<file path="src/rtl/rtx_pkg.sv">
// ----------------------------------------------------------------------------
// rtx_pkg: shared constants and helpers for the xterm 256-color quantizer
// Cube levels, palette bases and the fixed-point reciprocals used in place
// of the divisions by 3 and by 10.
// ----------------------------------------------------------------------------
package rtx_pkg;

  localparam int unsigned ChanW  = 8;
  localparam int unsigned LevelW = 3;
  localparam int unsigned StepW  = 5;
  localparam int unsigned SumW   = 10;
  localparam int unsigned SqW    = 2 * ChanW;
  localparam int unsigned DistW  = SqW + 2;

  localparam logic [7:0] CubeBase    = 8'd16;
  localparam logic [7:0] GrayBase    = 8'd232;
  localparam logic [StepW-1:0] GrayMaxStep = 5'd23;
  localparam logic [7:0] GrayOffset  = 8'd8;
  localparam logic [7:0] AvgBias     = 8'd3;

  // floor(s/3) == (s*683) >> 11 for s up to 765.
  localparam logic [SumW-1:0] Recip3  = 10'd683;
  localparam int unsigned     Recip3Sh = 11;
  // floor(x/10) == (x*205) >> 11 for x up to 252.
  localparam logic [ChanW-1:0] Recip10 = 8'd205;
  localparam int unsigned      Recip10Sh = 11;

  typedef logic [ChanW-1:0]  chan_t;
  typedef logic [LevelW-1:0] level_t;
  typedef logic [DistW-1:0]  dist_t;

  // Nearest cube level; a value exactly halfway goes to the lower level.
  function automatic level_t snap_level(input chan_t v);
    level_t k;
    priority if (v <= 8'd47)  k = 3'd0;
    else if (v <= 8'd115)     k = 3'd1;
    else if (v <= 8'd155)     k = 3'd2;
    else if (v <= 8'd195)     k = 3'd3;
    else if (v <= 8'd235)     k = 3'd4;
    else                      k = 3'd5;
    return k;
  endfunction

  function automatic chan_t cube_level(input level_t k);
    chan_t lv;
    unique case (k)
      3'd0:    lv = 8'd0;
      3'd1:    lv = 8'd95;
      3'd2:    lv = 8'd135;
      3'd3:    lv = 8'd175;
      3'd4:    lv = 8'd215;
      default: lv = 8'd255;
    endcase
    return lv;
  endfunction

  function automatic chan_t abs_diff(input chan_t a, input chan_t b);
    return (a >= b) ? (a - b) : (b - a);
  endfunction

  function automatic dist_t sum_sq(input chan_t a, input chan_t b, input chan_t c);
    logic [SqW-1:0] sa, sb, sc;
    sa = a * a;
    sb = b * b;
    sc = c * c;
    return DistW'(sa) + DistW'(sb) + DistW'(sc);
  endfunction

endpackage

</file>
<file path="src/rtl/rgb_to_xterm256_index_core.sv">
// ----------------------------------------------------------------------------
// rgb_to_xterm256_index_core: RGB pixel to xterm 256-color palette index
// Five-stage pipeline: snap and sum, average, gray step and cube distance,
// gray differences, gray distance and final select.
// An accepted request moves through stages 1 to 4 and then sets out_valid; one
// pixel is accepted per clock while the output register is free or drained.
// The whole pipeline stalls as one when the output register holds a result
// that is not taken. Synchronous active-low reset clears all valid bits.
// ----------------------------------------------------------------------------
module rgb_to_xterm256_index_core
  import rtx_pkg::*;
(
  input  logic       clk,
  input  logic       rst_n,
  input  logic       in_valid,
  output logic       in_ready,
  input  logic [7:0] in_red,
  input  logic [7:0] in_green,
  input  logic [7:0] in_blue,
  output logic       out_valid,
  input  logic       out_ready,
  output logic [7:0] out_palette_index
);

  logic adv;

  // Stage 1: snapped levels and channel sum.
  logic v1_r;
  chan_t r1_r, g1_r, b1_r;
  level_t ri1_r, gi1_r, bi1_r;
  logic [SumW-1:0] sum1_r;

  // Stage 2: average and cube differences.
  logic v2_r;
  chan_t r2_r, g2_r, b2_r;
  level_t ri2_r, gi2_r, bi2_r;
  chan_t avg2_r;
  chan_t cdr2_r, cdg2_r, cdb2_r;

  // Stage 3: gray step, cube distance and cube index.
  logic v3_r;
  chan_t r3_r, g3_r, b3_r;
  logic [StepW-1:0] step3_r;
  dist_t cdist3_r;
  logic [7:0] cidx3_r;

  // Stage 4: gray differences.
  logic v4_r;
  logic [StepW-1:0] step4_r;
  dist_t cdist4_r;
  logic [7:0] cidx4_r;
  chan_t gdr4_r, gdg4_r, gdb4_r;

  // Stage 5: output register.
  logic out_valid_r;
  logic [7:0] idx5_r;

  logic [2*SumW-1:0]  avg_prod;
  chan_t              avg_m3;
  logic [2*ChanW-1:0] step_prod;
  logic [StepW-1:0]   step_raw;
  logic [StepW-1:0]   step_nxt;
  logic [7:0]         cidx_nxt;
  chan_t              gray_val;
  dist_t              gdist;

  assign adv      = !out_valid_r || out_ready;
  assign in_ready = adv;

  assign avg_prod  = sum1_r * SumW'(Recip3);
  assign avg_m3    = avg2_r - AvgBias;
  assign step_prod = avg_m3 * Recip10;
  assign step_raw  = step_prod[Recip10Sh +: StepW];

  always_comb begin
    if (avg2_r < AvgBias) begin
      step_nxt = '0;
    end else if (step_raw > GrayMaxStep) begin
      step_nxt = GrayMaxStep;
    end else begin
      step_nxt = step_raw;
    end
  end

  // 36*ri + 6*gi + bi stays below 216, so eight bits hold the sum with the base.
  assign cidx_nxt = CubeBase + ({5'd0, ri2_r} << 5) + ({5'd0, ri2_r} << 2)
                  + ({5'd0, gi2_r} << 2) + ({5'd0, gi2_r} << 1) + {5'd0, bi2_r};

  assign gray_val = GrayOffset + ({3'd0, step3_r} << 3) + ({3'd0, step3_r} << 1);
  assign gdist    = sum_sq(gdr4_r, gdg4_r, gdb4_r);

  always_ff @(posedge clk) begin
    if (!rst_n) begin
      v1_r        <= 1'b0;
      v2_r        <= 1'b0;
      v3_r        <= 1'b0;
      v4_r        <= 1'b0;
      out_valid_r <= 1'b0;
    end else if (adv) begin
      v1_r        <= in_valid;
      v2_r        <= v1_r;
      v3_r        <= v2_r;
      v4_r        <= v3_r;
      out_valid_r <= v4_r;
    end
  end

  always_ff @(posedge clk) begin
    if (adv) begin
      r1_r   <= in_red;
      g1_r   <= in_green;
      b1_r   <= in_blue;
      ri1_r  <= snap_level(in_red);
      gi1_r  <= snap_level(in_green);
      bi1_r  <= snap_level(in_blue);
      sum1_r <= SumW'(in_red) + SumW'(in_green) + SumW'(in_blue);

      r2_r   <= r1_r;
      g2_r   <= g1_r;
      b2_r   <= b1_r;
      ri2_r  <= ri1_r;
      gi2_r  <= gi1_r;
      bi2_r  <= bi1_r;
      avg2_r <= avg_prod[Recip3Sh +: ChanW];
      cdr2_r <= abs_diff(r1_r, cube_level(ri1_r));
      cdg2_r <= abs_diff(g1_r, cube_level(gi1_r));
      cdb2_r <= abs_diff(b1_r, cube_level(bi1_r));

      r3_r     <= r2_r;
      g3_r     <= g2_r;
      b3_r     <= b2_r;
      step3_r  <= step_nxt;
      cdist3_r <= sum_sq(cdr2_r, cdg2_r, cdb2_r);
      cidx3_r  <= cidx_nxt;

      step4_r  <= step3_r;
      cdist4_r <= cdist3_r;
      cidx4_r  <= cidx3_r;
      gdr4_r   <= abs_diff(r3_r, gray_val);
      gdg4_r   <= abs_diff(g3_r, gray_val);
      gdb4_r   <= abs_diff(b3_r, gray_val);

      // Gray wins only when strictly nearer.
      idx5_r <= (gdist < cdist4_r) ? (GrayBase + {3'd0, step4_r}) : cidx4_r;
    end
  end

  assign out_valid         = out_valid_r;
  assign out_palette_index = idx5_r;

  a_step_range: assert property (@(posedge clk) disable iff (!rst_n)
    v3_r |-> (step3_r <= GrayMaxStep))
    else $error("gray step out of range");

  a_index_floor: assert property (@(posedge clk) disable iff (!rst_n)
    out_valid_r |-> (idx5_r >= CubeBase))
    else $error("palette index below cube base");

  a_reset_clear: assert property (@(posedge clk)
    !rst_n |=> (!v1_r && !v2_r && !v3_r && !v4_r && !out_valid_r))
    else $error("valid bits not cleared by reset");

  a_stall_hold: assert property (@(posedge clk) disable iff (!rst_n)
    (v4_r && !adv) |=> v4_r)
    else $error("pipeline item lost during stall");

endmodule

</file>
<file path="config.mk">
export PLATFORM = sky130hd
export DESIGN_NAME = rgb_to_xterm256_index_core
export DESIGN_NICKNAME = d
export VERILOG_FILES = /design/src/rtl/rtx_pkg.sv /design/src/rtl/rgb_to_xterm256_index_core.sv
export SDC_FILE = /design/constraint.sdc
export NUM_CORES = 1
export LEC_CHECK = 0
export BUFFER_PORTS_ARGS = -buffer_cell sky130_fd_sc_hd__buf_2
export CORE_UTILIZATION = 59
export DETAILED_ROUTE_END_ITERATION = 8
export GPL_TIMING_DRIVEN = 0
export PLACE_DENSITY = 0.85
export SLEW_MARGIN = 20
export SYNTH_ARGS = -nofsm -noshare
export SYNTH_HDL_FRONTEND = slang
export SYNTH_SLANG_ARGS = --single-unit
</file>
<file path="constraint.sdc">
create_clock -name clk -period 10.5 [get_ports clk]
set_clock_uncertainty 0.1 [all_clocks]
set_input_delay 1.05 -clock clk [delete_from_list [all_inputs] [get_ports clk]]
set_output_delay 1.05 -clock clk [all_outputs]
set_load 0.05 [all_outputs]
</file>
# After elaboration in Yosys (flattened, before gate mapping)
# Cells that the tools add are included.
[word_totals] register_bits=231 in_bits=28 out_inout_bits=10
[classes] add_sub_neg=27 multipliers=8 order_cmp=24 eq_ne=12 n_mux=26 reduce_logical=12
[op_table] cell="8-bit case mux with 5 select lines" n=3
[op_table] cell="8-bit by 8-bit multiplier with 16-bit output" n=6
[op_table] cell="8-bit subtractor" n=12
[op_table] cell="8-bit 2-to-1 mux" n=10
[op_table] cell="8-bit less-or-equal comparator (second input constant)" n=9
[op_table] cell="8-bit greater-or-equal comparator" n=6
[op_table] cell="17-bit by 16-bit adder with 18-bit output" n=2
[op_table] cell="16-bit by 16-bit adder with 17-bit output" n=2
[op_table] cell="8-bit by 6-bit less-or-equal comparator with 1-bit output (second input constant)" n=3
[op_table] cell="8-bit by 7-bit less-or-equal comparator with 1-bit output (second input constant)" n=3
[op_table] cell="10-bit by 10-bit multiplier with 19-bit output (second input constant)" n=1
[op_table] cell="3-bit by 2-bit == test with 1-bit output (second input constant)" n=6
[op_table] cell="18-bit less-than comparator" n=1
[op_table] cell="8-bit by 5-bit adder with 8-bit output" n=2
[op_table] cell="8-bit by 8-bit multiplier with 16-bit output (second input constant)" n=1
[op_table] cell="2-bit 2-to-1 mux" n=6
[op_table] cell="4-bit OR reduction" n=3
[op_table] cell="9-bit by 8-bit adder with 10-bit output" n=1
[op_table] cell="8-bit by 8-bit adder with 9-bit output" n=1
[op_table] cell="3-bit by 1-bit == test with 1-bit output (second input constant)" n=3
[op_table] cell="3-bit == test (second input constant)" n=3
[op_table] cell="3-bit zero test" n=3
[op_table] cell="4-bit by 8-bit adder with 8-bit output (first input constant)" n=1
[op_table] cell="5-bit by 8-bit adder with 8-bit output (first input constant)" n=1
[op_table] cell="other kinds (12)" n=20

# Longest topological paths before layout
[depth] ltp_word=5 depth_mapped=31

# Least setup slack after synthesis
# OpenSTA, ideal clock, no wires.
[synth_timing] path_kind="input port to flip-flop" startpoint="input out_ready" endpoint="register out_valid_r (netlist: out_valid)" t_arrival_ps=8445 required_ps=9946 setup_slack_ps=1501 stages=3 path_buffers=1 path_cell_list="nand2b_1 clkbuf_1 a21boi_0"
[synth_via] elab_chain_len=1
[synth_lines] item="from (decl)" line_no="rgb_to_xterm256_index_core.sv:21" rtl="input logic out_ready,"
[synth_lines] item="1-bit logical OR" line_no="rgb_to_xterm256_index_core.sv:67" rtl="assign adv = !out_valid_r || out_ready;"
[synth_lines] item="named net in_ready" line_no="rgb_to_xterm256_index_core.sv:16" rtl="output logic in_ready,"
[synth_lines] item="to (signal assigned)" line_no="rgb_to_xterm256_index_core.sv:104" rtl="out_valid_r <= v4_r;"
[synth_lines] item="to (decl)" line_no="rgb_to_xterm256_index_core.sv:55" rtl="logic out_valid_r;"
# The timed path passes the listed nets, and every way through them passes these cells.
# A chain may end at the register's enable or synchronous reset.

# Final worst setup path
[layout_timing] startpoint="register gdb4_r[0]" endpoint="register idx5_r[0] (netlist: out_palette_index[0]), data pin"
[layout_via] elab_chain_len=4
[layout_lines] item="from (decl)" line_no="rgb_to_xterm256_index_core.sv:52" rtl="chan_t gdr4_r, gdg4_r, gdb4_r;"
[layout_lines] item="from (signal assigned)" line_no="rgb_to_xterm256_index_core.sv:141" rtl="gdb4_r <= abs_diff(b3_r, gray_val);"
[layout_lines] item="8-bit by 8-bit multiplier with 16-bit output" line_no="rtx_pkg.sv:65" rtl="sc = c * c;"
[layout_lines] item="17-bit by 16-bit adder with 18-bit output" line_no="rtx_pkg.sv:66" rtl="return DistW'(sa) + DistW'(sb) + DistW'(sc);"
[layout_lines] item="18-bit less-than comparator" line_no="rgb_to_xterm256_index_core.sv:144" rtl="idx5_r <= (gdist < cdist4_r) ? (GrayBase + {3'd0, step4_r}) : cidx4_r;"
[layout_lines] item="8-bit 2-to-1 mux" line_no="rgb_to_xterm256_index_core.sv:144"
[layout_lines] item="to (signal assigned)" line_no="rgb_to_xterm256_index_core.sv:144"
[layout_lines] item="to (decl)" line_no="rgb_to_xterm256_index_core.sv:56" rtl="logic [7:0] idx5_r;"
# No other way between the ends.

==> flow_summary.json <==
{
  "status": "finished, final reports clean",
  "dieHeight_um": 212,
  "min_from": "cdist3_r[8]$_DFFE_PP_",
  "antenna_found_initial": 1,
  "syn_nets": 3142,
  "cp-end-kind": "register",
  "synth-seq-cells": 231,
  "min_path_cells": 0,
  "synthCells": 2401,
  "grt_max_degree": 62,
  "clock-sinks": 231,
  "synth_area_um2": 25900,
  "worstPathArrival_ps": 8770,
  "worstPathRequired_ps": 10660,
  "use_met3": 0.0205,
  "start_util": 0.600,
  "synthDistinctLibCells": 58,
  "whs_endpoint": "cdist4_r[8]$_DFFE_PP_",
  "wirelength_mm": 50.4,
  "post-place-ws_ps": 1810,
  "fmax_ghz": 0.116,
  "reg2reg_depth": 27,
  "clk_latency_ps": 520,
  "layout-drive-gt1-share": 0.0426,
  "critPathLaunchType": "register",
  "synth_ff_type": "edfxtp_1",
  "drv_cap": 0,
  "finalHoldViolations": 0,
  "portBuffers": 37,
  "rows": 76,
  "yosys_warnings": 0,
  "setup_viol": 0,
  "htree_levels": 1,
  "cts_resized": 0,
  "clkTransAtPathRegs_ps": 60,
  "hold_class": "reg -> reg",
  "drt_first_iter_violations": 851,
  "ios": 38,
  "ff2ff_setup_slack_ps": 1890,
  "grt_use_total": 0.238,
  "post_drt_wl_per_cell_um": 16.4,
  "grt_pass1_vias": 18262,
  "place_hpwl_mm": 41.8,
  "die_w_um": 212,
  "period_minus_slack_ps": 8610,
  "path_max_fanout": 10,
  "yosysTopAreaCell": "edfxtp_1",
  "period_share": 0.820,
  "setup_ws_ps": 1890,
  "cp_slowest_stage_delay_ps": 560,
  "timing.hold.ws_ps": 313,
  "grt-ovfl-total": 0,
  "synth.area.top_cells": "edfxtp_1 26%, fa_1 25%, ha_1 19%, inv_1 8.4%, and2_1 2.7%",
  "diodes": 0,
  "vias": 16705,
  "clockBufferDepth": 3,
  "final_common_cell": "inv_1",
  "fin_nets": 3210,
  "crit_top_cell": "fa_1",
  "core-area_um2": 43200,
  "grt_busiest_layer": "met2",
  "critPathSlowestCell": "fa_1",
  "place_congestion": 0.889,
  "cts_tree": "done",
  "ys_seq_area_frac": 0.266,
  "synth_edf_count": 226,
  "r2r-end": "out_palette_index[0]$_DFFE_PP_",
  "crit_family": "adder cells",
  "viasPerCell": 5.44,
  "tightest_slew_ps": 816,
  "grt_pass1_wl_mm": 85.6,
  "crit_buf_inv": 6,
  "postRouteAntennaNets": 0,
  "maxSlewViolCount": 0,
  "synthArstFlopShare": 0,
  "grt_setup_unrepaired": "false",
  "firstDrtPassIters": 6,
  "drc_errors": 0,
  "r2r-start": "gdb4_r[0]$_DFFE_PP_",
  "cts_buffers": 25,
  "cts_hold_buf": 0,
  "synth_top_area_frac": 0.262,
  "met1_usage": 0.290,
  "met2_usage": 0.441,
  "syn2layout_area_growth_pct": 7.09,
  "relSlewSlack": 0.452,
  "final_cell_mix": "582 x inv_1, 394 x ha_1, 319 x fa_1",
  "die_area_um2": 44700,
  "root_buffer": "clkbuf_16",
  "post_cts_buffers": 0,
  "crit_type": "reg -> reg",
  "avgSynthCellArea_um2": 10.8
}
## layer usage
metal  routed length [µm]  vias up
met5                    0        -
met4                 1690        0
met3                 1920      129
met2                26600      428
met1                20200     8268
li1                     -     7880
## per-stage QoR
step           TNS, ps  instance area [µm²]  std cells   util
2_1_floorplan        0                25900       2401      -
3_3_place_gp     -1250                26800       3023  0.621
3_5_place_dp         0                26900       3027  0.624
4_1_cts              0                27700       3072  0.642
5_1_grt              0                27700       3072  0.642
6_report             0                27700       3072  0.642
## synth_stat cells (4+ instances only)
master	count
xor2_1	39
o21bai_1	18
nand3_1	13
dfxtp_1	5
nor3_1	14
nand2b_1	10
ha_1	394
nand2_1	105
a31oi_1	14
o21ai_0	55
a21o_1	57
o21a_1	5
or3_1	9
a21boi_0	8
a211oi_1	6
o41ai_1	4
and3_1	10
edfxtp_1	226
nor2_1	59
clkbuf_1	18
a21oi_1	101
inv_1	582
nand4_1	6
o22ai_1	6
mux2i_1	47
xnor2_1	68
mux2_2	7
o31ai_1	4
or2_2	7
fa_1	319
or4_1	5
nor2b_1	31
and2_1	110
## sequential cells by signal, indices dropped and copies added, names as in the netlist, 8 cells and up
signal and cells:
cdist3_r 18, gdg4_r 8, cidx4_r 8, out_palette_index 8, cdist4_r 18, r2_r 8
cdr2_r 8, gdb4_r 8, g3_r 8, r3_r 8, g2_r 8, b1_r 8
b2_r 8, sum1_r 10, gdr4_r 8, g1_r 8, b3_r 8, cdg2_r 8
cdb2_r 8, cidx3_r 8, avg2_r 8, r1_r 8
## logic make-up after synthesis
group                      Yosys count  share of synthesized area
AOI/OAI and AO/OA                  303                     0.0736
xor gates and xnor gates           107                     0.0362
adders and majority gates          713                      0.437
buffers and inverters              603                     0.0880
DFF                                231                      0.266
muxes                               55                     0.0216
and+or+nand+nor                    389                     0.0777
## how the worst max path moves through the flow
stage,start,slack [ps],endpoint,depth (start not counted)
after floorplan,out_ready,1500,out_valid$_SDFFE_PN0P_,3
after global placement,out_ready,-1180,in_ready,4
after detailed placement,gdb4_r[0]$_DFFE_PP_,1810,out_palette_index[0]$_DFFE_PP_,27
after CTS,gdb4_r[0]$_DFFE_PP_,1760,out_palette_index[0]$_DFFE_PP_,27
after global routing,gdb4_r[0]$_DFFE_PP_,1430,out_palette_index[0]$_DFFE_PP_,27
final,gdb4_r[0]$_DFFE_PP_,1890,out_palette_index[0]$_DFFE_PP_,27
## layout make-up
cell class	count	area, µm²
clock buffers	29	641
plain buffers	21	98.8
multi-input cells	1567	16700
clock inverters	16	171
well taps	585	732
fillers	3222	15400
repair buffers	41	288
flip-flops and latches	231	6890
inverters	582	2180
## worst reg2reg max path, delay by kind of cell (launching register included)
family          cells  cell delay (ps)
flops               1              410
mux                 1              320
compound gates      7             1720
fa+ha+maj           9             4290
simple gates        3              460
xor+xnor            1              190
buf+inv             6              870
Power is left out: the tool's default activity adds up to more than one toggle a clock period on the data nets, which glitch-free logic cannot reach.
